$ cat src/rtl/core/cfr_pkg.sv
// Types and constants shared by the configuration frame receiver files.
package cfr_pkg;

    localparam int N_PAYLOAD = 7;

    typedef logic [7:0] t_byte;
    typedef logic [3:0] t_pos;
    typedef logic [7:0] t_pins;
    typedef t_byte [N_PAYLOAD-1:0] t_payload;

    localparam t_byte HDR_BYTE  = 8'hAA;
    localparam t_byte SYNC_BYTE = 8'hDD;
    localparam t_byte CODE_ZERO = 8'h00;
    localparam t_byte CODE_ONE  = 8'h01;

    localparam t_byte MODE_OFF  = 8'h00;
    localparam t_byte MODE_SYNC = 8'h01;
    localparam t_byte MODE_SVP  = 8'h02;

    localparam t_pos POS_HUNT      = 4'd0;
    localparam t_pos POS_HDR       = 4'd1;
    localparam t_pos POS_FIRST     = 4'd2;
    localparam t_pos POS_TAIL      = 4'd9;
    localparam t_pos FRAME_LEN     = 4'd10;

    localparam int IDX_HEADING = 0;
    localparam int IDX_MOTION  = 1;
    localparam int IDX_GNSS    = 2;
    localparam int IDX_PPS     = 3;
    localparam int IDX_MODE    = 4;
    localparam int IDX_SVP     = 5;
    localparam int IDX_SYNC    = 6;

    localparam int PIN_HEADING = 0;
    localparam int PIN_MOTION  = 1;
    localparam int PIN_GNSS    = 2;
    localparam int PIN_PPS     = 3;
    localparam int PIN_TTL     = 4;
    localparam int PIN_SVP     = 5;
    localparam int PIN_SD      = 6;
    localparam int PIN_DIR     = 7;

    localparam t_pins PIN_RESET = 8'hE8;

    typedef struct packed {
        logic     tail;
        logic     good;
        t_payload payload;
    } t_frame_evt;

endpackage

$ cat src/rtl/core/cfr_byte_if.sv
// Request channel that carries one received configuration byte.
interface cfr_byte_if;
    logic          valid;
    logic          ready;
    cfr_pkg::t_byte rx_byte;

    modport source (output valid, output rx_byte, input ready);
    modport sink (input valid, input rx_byte, output ready);
endinterface

$ cat src/rtl/core/cfr_result_if.sv
// Request channel that carries the pin levels and status of one completed frame.
interface cfr_result_if;
    logic valid;
    logic ready;
    logic heading_sel;
    logic motion_sel;
    logic gnss_sel;
    logic pps_sel;
    logic ttl_switch;
    logic svp_iface;
    logic sync_sd_pin;
    logic sync_dir_pin;
    logic frame_status;

    modport source (
        output valid, input ready,
        output heading_sel, output motion_sel, output gnss_sel, output pps_sel,
        output ttl_switch, output svp_iface, output sync_sd_pin, output sync_dir_pin,
        output frame_status
    );
    modport sink (
        input valid, output ready,
        input heading_sel, input motion_sel, input gnss_sel, input pps_sel,
        input ttl_switch, input svp_iface, input sync_sd_pin, input sync_dir_pin,
        input frame_status
    );
endinterface

$ cat src/rtl/core/cfr_frame.sv
// Frame position tracker and setting byte store.
module cfr_frame (
    input  logic                i_clk,
    input  logic                i_rst_n,
    input  logic                i_fire,
    input  cfr_pkg::t_byte      i_byte,
    output cfr_pkg::t_frame_evt o_evt
);

    cfr_pkg::t_pos     r_pos;
    cfr_pkg::t_pos     n_pos;
    cfr_pkg::t_payload r_payload;
    logic [2:0]        wr_off;
    logic              wr_en;
    logic              tail;
    logic              good;

    assign wr_off = 3'(r_pos - cfr_pkg::POS_FIRST);

    always_comb begin
        n_pos = r_pos;
        wr_en = 1'b0;
        tail  = 1'b0;
        good  = 1'b0;
        if (r_pos == cfr_pkg::POS_HUNT || r_pos >= cfr_pkg::FRAME_LEN) begin
            n_pos = (i_byte == cfr_pkg::HDR_BYTE) ? cfr_pkg::POS_HDR : cfr_pkg::POS_HUNT;
        end else if (r_pos == cfr_pkg::POS_HDR) begin
            n_pos = (i_byte == cfr_pkg::SYNC_BYTE) ? cfr_pkg::POS_FIRST : cfr_pkg::POS_HUNT;
        end else if (r_pos < cfr_pkg::POS_TAIL) begin
            n_pos = r_pos + 4'd1;
            wr_en = 1'b1;
        end else begin
            n_pos = cfr_pkg::POS_HUNT;
            tail  = 1'b1;
            good  = (i_byte == cfr_pkg::SYNC_BYTE);
        end
    end

    always_ff @(posedge i_clk) begin
        if (!i_rst_n) begin
            r_pos <= cfr_pkg::POS_HUNT;
        end else if (i_fire) begin
            r_pos <= n_pos;
        end
    end

    always_ff @(posedge i_clk) begin
        if (i_fire && wr_en) begin
            r_payload[wr_off] <= i_byte;
        end
    end

    assign o_evt.tail    = tail;
    assign o_evt.good    = good;
    assign o_evt.payload = r_payload;

endmodule

$ cat src/rtl/core/cfr_pins.sv
// Held pin levels and the decoding of the setting bytes into them.
module cfr_pins (
    input  logic                i_clk,
    input  logic                i_rst_n,
    input  logic                i_fire,
    input  cfr_pkg::t_frame_evt i_evt,
    output cfr_pkg::t_pins      o_next
);

    cfr_pkg::t_pins   r_pins;
    cfr_pkg::t_pins   n_pins;
    cfr_pkg::t_byte   mode;
    logic             apply;

    assign mode  = i_evt.payload[cfr_pkg::IDX_MODE];
    assign apply = i_evt.tail && i_evt.good;

    always_comb begin
        n_pins = r_pins;
        if (i_evt.payload[cfr_pkg::IDX_HEADING] == cfr_pkg::CODE_ZERO) begin
            n_pins[cfr_pkg::PIN_HEADING] = 1'b0;
        end else if (i_evt.payload[cfr_pkg::IDX_HEADING] == cfr_pkg::CODE_ONE) begin
            n_pins[cfr_pkg::PIN_HEADING] = 1'b1;
        end
        if (i_evt.payload[cfr_pkg::IDX_MOTION] == cfr_pkg::CODE_ZERO) begin
            n_pins[cfr_pkg::PIN_MOTION] = 1'b0;
        end else if (i_evt.payload[cfr_pkg::IDX_MOTION] == cfr_pkg::CODE_ONE) begin
            n_pins[cfr_pkg::PIN_MOTION] = 1'b1;
        end
        if (i_evt.payload[cfr_pkg::IDX_GNSS] == cfr_pkg::CODE_ZERO) begin
            n_pins[cfr_pkg::PIN_GNSS] = 1'b0;
        end else if (i_evt.payload[cfr_pkg::IDX_GNSS] == cfr_pkg::CODE_ONE) begin
            n_pins[cfr_pkg::PIN_GNSS] = 1'b1;
        end
        if (i_evt.payload[cfr_pkg::IDX_PPS] == cfr_pkg::CODE_ZERO) begin
            n_pins[cfr_pkg::PIN_PPS] = 1'b0;
        end else if (i_evt.payload[cfr_pkg::IDX_PPS] == cfr_pkg::CODE_ONE) begin
            n_pins[cfr_pkg::PIN_PPS] = 1'b1;
        end
        case (mode)
            cfr_pkg::MODE_OFF: begin
                n_pins[cfr_pkg::PIN_TTL] = 1'b1;
            end
            cfr_pkg::MODE_SYNC: begin
                n_pins[cfr_pkg::PIN_TTL] = 1'b0;
                if (i_evt.payload[cfr_pkg::IDX_SYNC] == cfr_pkg::CODE_ONE) begin
                    n_pins[cfr_pkg::PIN_SD]  = 1'b0;
                    n_pins[cfr_pkg::PIN_DIR] = 1'b1;
                end else begin
                    n_pins[cfr_pkg::PIN_SD]  = 1'b1;
                    n_pins[cfr_pkg::PIN_DIR] = 1'b0;
                end
            end
            cfr_pkg::MODE_SVP: begin
                n_pins[cfr_pkg::PIN_TTL] = 1'b1;
                if (i_evt.payload[cfr_pkg::IDX_SVP] == cfr_pkg::CODE_ZERO) begin
                    n_pins[cfr_pkg::PIN_SVP] = 1'b1;
                end else if (i_evt.payload[cfr_pkg::IDX_SVP] == cfr_pkg::CODE_ONE) begin
                    n_pins[cfr_pkg::PIN_SVP] = 1'b0;
                end
            end
            default: begin
            end
        endcase
    end

    always_ff @(posedge i_clk) begin
        if (!i_rst_n) begin
            r_pins <= cfr_pkg::PIN_RESET;
        end else if (i_fire && apply) begin
            r_pins <= n_pins;
        end
    end

    assign o_next = apply ? n_pins : r_pins;

endmodule

$ cat src/rtl/core/config_frame_receiver_pin_driver_core.sv
// Top level of the configuration frame receiver and interface-select pin driver.
//
//   channel   direction   payload                              per request
//   i_rx      in          rx_byte                              one stream byte
//   o_res     out         eight pin levels, frame_status       one completed frame
//
// Each byte is registered on entry and then handled by the frame tracker and pin
// decoder, one byte per cycle sustained while no tail byte waits on a stalled result.
// A result is registered in the output register when its tail byte is handled.
// Reset is synchronous: hunting for the header, pins at their default levels.
// Only a tail byte waiting on a full, stalled output register holds back input.
module config_frame_receiver_pin_driver_core (
    input  logic                 i_clk,
    input  logic                 i_rst_n,
    cfr_byte_if.sink             i_rx,
    cfr_result_if.source         o_res
);

    logic                r_in_valid;
    cfr_pkg::t_byte      r_in_byte;
    logic                r_out_valid;
    cfr_pkg::t_pins      r_out_pins;
    logic                r_out_status;
    cfr_pkg::t_frame_evt evt;
    cfr_pkg::t_pins      next_pins;
    logic                advance;

    assign advance    = r_in_valid && !(evt.tail && r_out_valid && !o_res.ready);
    assign i_rx.ready = !r_in_valid || advance;

    cfr_frame u_frame (
        .i_clk   (i_clk),
        .i_rst_n (i_rst_n),
        .i_fire  (advance),
        .i_byte  (r_in_byte),
        .o_evt   (evt)
    );

    cfr_pins u_pins (
        .i_clk   (i_clk),
        .i_rst_n (i_rst_n),
        .i_fire  (advance),
        .i_evt   (evt),
        .o_next  (next_pins)
    );

    always_ff @(posedge i_clk) begin
        if (!i_rst_n) begin
            r_in_valid <= 1'b0;
        end else if (i_rx.ready) begin
            r_in_valid <= i_rx.valid;
        end
    end

    always_ff @(posedge i_clk) begin
        if (i_rx.valid && i_rx.ready) begin
            r_in_byte <= i_rx.rx_byte;
        end
    end

    always_ff @(posedge i_clk) begin
        if (!i_rst_n) begin
            r_out_valid <= 1'b0;
        end else if (advance && evt.tail) begin
            r_out_valid <= 1'b1;
        end else if (o_res.ready) begin
            r_out_valid <= 1'b0;
        end
    end

    always_ff @(posedge i_clk) begin
        if (advance && evt.tail) begin
            r_out_pins   <= next_pins;
            r_out_status <= !evt.good;
        end
    end

    assign o_res.valid        = r_out_valid;
    assign o_res.heading_sel  = r_out_pins[cfr_pkg::PIN_HEADING];
    assign o_res.motion_sel   = r_out_pins[cfr_pkg::PIN_MOTION];
    assign o_res.gnss_sel     = r_out_pins[cfr_pkg::PIN_GNSS];
    assign o_res.pps_sel      = r_out_pins[cfr_pkg::PIN_PPS];
    assign o_res.ttl_switch   = r_out_pins[cfr_pkg::PIN_TTL];
    assign o_res.svp_iface    = r_out_pins[cfr_pkg::PIN_SVP];
    assign o_res.sync_sd_pin  = r_out_pins[cfr_pkg::PIN_SD];
    assign o_res.sync_dir_pin = r_out_pins[cfr_pkg::PIN_DIR];
    assign o_res.frame_status = r_out_status;

endmodule

$ cat src/flat_wrapper.sv
// flat-port wrapper written by rule: the top's interface ports become plain ports
module config_frame_receiver_pin_driver_core_flat 
  (i_clk, i_rst_n, i_rx_valid, i_rx_rx_byte, i_rx_ready, o_res_valid, o_res_ready, o_res_heading_sel, o_res_motion_sel, o_res_gnss_sel, o_res_pps_sel, o_res_ttl_switch, o_res_svp_iface, o_res_sync_sd_pin, o_res_sync_dir_pin, o_res_frame_status);
  cfr_byte_if i_rx_i ();
  cfr_result_if o_res_i ();
  input  logic i_clk;
  input  logic i_rst_n;
  input wire logic [$bits(i_rx_i.valid)-1:0] i_rx_valid;
  input wire logic [$bits(i_rx_i.rx_byte)-1:0] i_rx_rx_byte;
  output wire logic [$bits(i_rx_i.ready)-1:0] i_rx_ready;
  output wire logic [$bits(o_res_i.valid)-1:0] o_res_valid;
  input wire logic [$bits(o_res_i.ready)-1:0] o_res_ready;
  output wire logic [$bits(o_res_i.heading_sel)-1:0] o_res_heading_sel;
  output wire logic [$bits(o_res_i.motion_sel)-1:0] o_res_motion_sel;
  output wire logic [$bits(o_res_i.gnss_sel)-1:0] o_res_gnss_sel;
  output wire logic [$bits(o_res_i.pps_sel)-1:0] o_res_pps_sel;
  output wire logic [$bits(o_res_i.ttl_switch)-1:0] o_res_ttl_switch;
  output wire logic [$bits(o_res_i.svp_iface)-1:0] o_res_svp_iface;
  output wire logic [$bits(o_res_i.sync_sd_pin)-1:0] o_res_sync_sd_pin;
  output wire logic [$bits(o_res_i.sync_dir_pin)-1:0] o_res_sync_dir_pin;
  output wire logic [$bits(o_res_i.frame_status)-1:0] o_res_frame_status;
  assign i_rx_i.valid = i_rx_valid;
  assign i_rx_i.rx_byte = i_rx_rx_byte;
  assign i_rx_ready = i_rx_i.ready;
  assign o_res_valid = o_res_i.valid;
  assign o_res_i.ready = o_res_ready;
  assign o_res_heading_sel = o_res_i.heading_sel;
  assign o_res_motion_sel = o_res_i.motion_sel;
  assign o_res_gnss_sel = o_res_i.gnss_sel;
  assign o_res_pps_sel = o_res_i.pps_sel;
  assign o_res_ttl_switch = o_res_i.ttl_switch;
  assign o_res_svp_iface = o_res_i.svp_iface;
  assign o_res_sync_sd_pin = o_res_i.sync_sd_pin;
  assign o_res_sync_dir_pin = o_res_i.sync_dir_pin;
  assign o_res_frame_status = o_res_i.frame_status;
  config_frame_receiver_pin_driver_core u_core (.i_clk(i_clk), .i_rst_n(i_rst_n), .i_rx(i_rx_i), .o_res(o_res_i));
endmodule
$ cat config.mk
export PLATFORM = sky130hd
export DESIGN_NAME = config_frame_receiver_pin_driver_core_flat
export DESIGN_NICKNAME = d
export VERILOG_FILES = /design/src/rtl/core/cfr_pkg.sv /design/src/rtl/core/cfr_byte_if.sv /design/src/rtl/core/cfr_result_if.sv /design/src/rtl/core/cfr_frame.sv /design/src/rtl/core/cfr_pins.sv /design/src/rtl/core/config_frame_receiver_pin_driver_core.sv /design/src/flat_wrapper.sv
export SDC_FILE = /design/constraint.sdc
export NUM_CORES = 1
export LEC_CHECK = 0
export ABC_AREA = 1
export BUFFER_PORTS_ARGS = -buffer_cell sky130_fd_sc_hd__buf_2
export CORE_ASPECT_RATIO = 1.2
export CORE_MARGIN = 2
export CORE_UTILIZATION = 55
export DETAILED_ROUTE_END_ITERATION = 8
export GPL_TIMING_DRIVEN = 0
export PLACE_DENSITY = 0.76
export SETUP_SLACK_MARGIN = 0.5
export SYNTH_ARGS = -nofsm -noshare
export SYNTH_HDL_FRONTEND = slang
export SYNTH_SLANG_ARGS = --single-unit
export TNS_END_PERCENT = 50
$ cat constraint.sdc
create_clock -name i_clk -period 6.2 [get_ports i_clk]
set_input_delay 1.24 -clock i_clk [delete_from_list [all_inputs] [get_ports i_clk]]
set_output_delay 1.24 -clock i_clk [all_outputs]
set_load 0.01 [all_outputs]
==> qor.txt <==
Diode count: 0
Synth Area in XOR/XNOR: 0.251%
Final std cells w/o fill: 422
1st-pass router iterations: 4
Fin crit share: 52.9%
Syn Std Cell Area: 3500 µm²
Area grow syn2layout: 11.2%
Multiplexer share of the synthesized area: 0%
Core Area: 6090 µm²
Die Footprint: 7010 µm²
CTS root buf: clkbuf_8
Slowest cell on crit path: dfxtp_1
Worst Min Path Start: u_core.u_pins.r_pins[7]
Top Ports: 23
Final net count: 352
Largest net degree at the start of global routing: 17
Tmin final: 3280 ps
Clk_skew: 9.29 ps
WP data arrival: 2040 ps
Clock sinks: 87
Synth Area in Compound Gates: 3.40%
CP most frequent cell: inv_1
Final GP Congestion: 0.880
WL/cell: 13.6 µm
Kind of critical path: reg -> out
Leakage power: 1.49 nW
Clock Path Buffers: 2
Commonest cells after routing, fill and taps aside: 73 x edfxtp_1, 62 x nand2_1, 59 x nor2_1, 24 x inv_1, 22 x buf_2
Via density: 5.06
Vias in the first global route: 2051
Pre-CTS WS: 3010 ps
CTS tree: yes
Post-synthesis net count: 319
Comb pwr share: 2.7%
Slew Limit Fails: 0
Total negative setup slack: 0 ps
Post-Place Cells: 406
Die Width: 76.8 µm
Port bufs: 22
DP Area: 3710 µm²
Via Count: 2135
RSZ-0062 raised after global routing: no
WL final: 5.73 mm
Worst-path fanout max: 8
Sw Pwr: 0.235 mW
Max-cap violation count: 0
Post-synthesis cell type count: 24
Total power: 1.04 mW
Total Routing Usage GR: 18.2%
Fin area: 3890 µm²
First-pass GRT wire length: 9.46 mm
Warnings from Yosys: 0
Worst r2r src: u_core.u_frame.r_pos[0]
Outcome: complete, no violations
Worst-Skew Late Latency: 360 ps
Seq/Total Area, Yosys: 70.7%
Setup Viol. Count Final: 0
Share of cells above drive strength 1: 16.2%
Hold_buf cts: 0
Largest family of logic cells by synthesized area: simple AND/OR/NAND/NOR gates
Slew margin rel.: 30.4%
Critical Path, Cell by Cell: inv_1 > ha_1 > a21oi_4 > inv_1 > nor2_2 > nand3_1 > buf_2
Post-synthesis adder-cell area fraction: 1.79%
Post-synthesis cell count: 302
Post-cts resize count: 0
Clock share of power: 34.1%
Postcts setup bufs: 0
Max frequency: 305 MHz
Worst Path Required: 4960 ps
Power Density: 267 nW/µm²
Max VDD drop: 0.211 mV
Initial Util: 57.4%
Hold Crit Class: reg -> reg
Sw Ratio: 22.7%
Site Rows: 31
GR Overflow Total: 0
Commonest non-fill, non-tap cell in the layout: edfxtp_1
Sequential share of power: 63.2%
Antenna-violating nets left: 0
Internal power: 0.801 mW
1st-iter DRT viols: 145
Final hold violations: 0
CTS buffer count: 9
Worst setup EP type: output pin
Clk slew on worst S/H paths: 90 ps
Final core occ: 63.9%
Initial antenna violation count: 0
Die H: 91.3 µm
Average cell area after synthesis: 11.6 µm²
H-tree levels: 3
Worst slew pin tran: 1040 ps
Post-route setup slack: 2920 ps
DP Wirelength: 3.95 mm
#FFs+latches synth: 87
Hold_ws: 496 ps
Crit path largest cell delay: 500 ps
DRC violations left: 0
Setup crit start: u_core.u_frame.r_pos[1]
CP Launch Type: flop
Fraction of the mapped netlist area in simple logic gates: 19.8%
[routing by layer]
layer / up-vias / global-route usage (%) / wire [µm]
met5: - / 0 / 0
met4: 0 / 10.2 / 159
met3: 14 / 3.88 / 203
met2: 45 / 30.4 / 2860
met1: 988 / 21.8 / 2510
li1: 1088 / - / -
[cell usage after synthesis]
library cell	number	area [µm²]
a31oi_1	2	12.5
buf_6	2	22.5
dfxtp_1	14	280
inv_4	1	6.26
inv_1	24	90.1
nor2_2	2	12.5
a21oi_4	1	16.3
nor2_4	1	11.3
a21oi_1	4	20.0
nand3_4	1	17.5
o21ai_0	14	70.1
nor3_1	2	10.0
ha_1	5	62.6
nand2_1	62	233
nand4_1	6	37.5
nand2_2	3	18.8
nand3_2	2	20.0
nand3_1	19	95.1
nor3_4	1	16.3
inv_2	2	7.51
edfxtp_1	73	2190
xor2_1	1	8.76
nor2_1	59	221
clkbuf_8	1	13.8
[flip-flops by register name (all words and copies together) (netlist names)]
signal	cells
u_core.u_pins.r_pins	8
u_core.u_frame.o_evt	56
u_core.r_out_pins	8
u_core.o_res.valid	1
u_core.u_frame.r_pos	4
u_core.r_in_byte	8
u_core.o_res.frame_status	1
u_core.r_in_valid	1
[cell families after synthesis]
family / count (synthesis)
AND/OR/NAND/NOR: 158
adder cells (fa/ha/maj): 5
AO/OA/AOI/OAI: 21
buffers and inverters: 30
XOR/XNOR: 1
flip-flops: 87
[power by group through the flow]
stage	combinational, mW	sequential, mW	clock [mW]
after floorplan	0.0196	0.663	0
after global placement	0.0268	0.669	0
after detailed placement	0.0275	0.669	0
after CTS	0.0278	0.656	0.360
after global routing	0.0315	0.658	0.379
final	0.0277	0.656	0.353
[cell type report]
type                    count  area [µm²]
inverters                  27         104
clock inverters             7        56.3
repair buffers             22         110
clock buffers               9         124
flip-flops and latches     87        2470
well taps                  82         103
plain buffers               3        36.3
fillers                   476        2200
multi-input cells         185         883
[critical path, delay by kind of cell, from the launching register on]
| family | cells | cell delay, ps |
|---|---|---|
| adders and majority gates | 1 | 250 |
| DFF | 1 | 500 |
| AOI/OAI and AO/OA | 1 | 190 |
| and+or+nand+nor | 2 | 270 |
| buffers and inverters | 3 | 470 |
[final timing paths]
| kind | end | slack [ps] | depth (start not counted) |
|---|---|---|---|
| worst max-delay path | i_rx_ready | 2920 | 7 |
| worst min-delay path | u_core.u_pins.r_pins[7] | 500 | 2 |
| worst max register to register | u_core.u_frame.o_evt[14] | 3420 | 9 |
| worst min register to register | u_core.u_pins.r_pins[7] | 500 | 2 |
(Power assumes the default switching activity.)
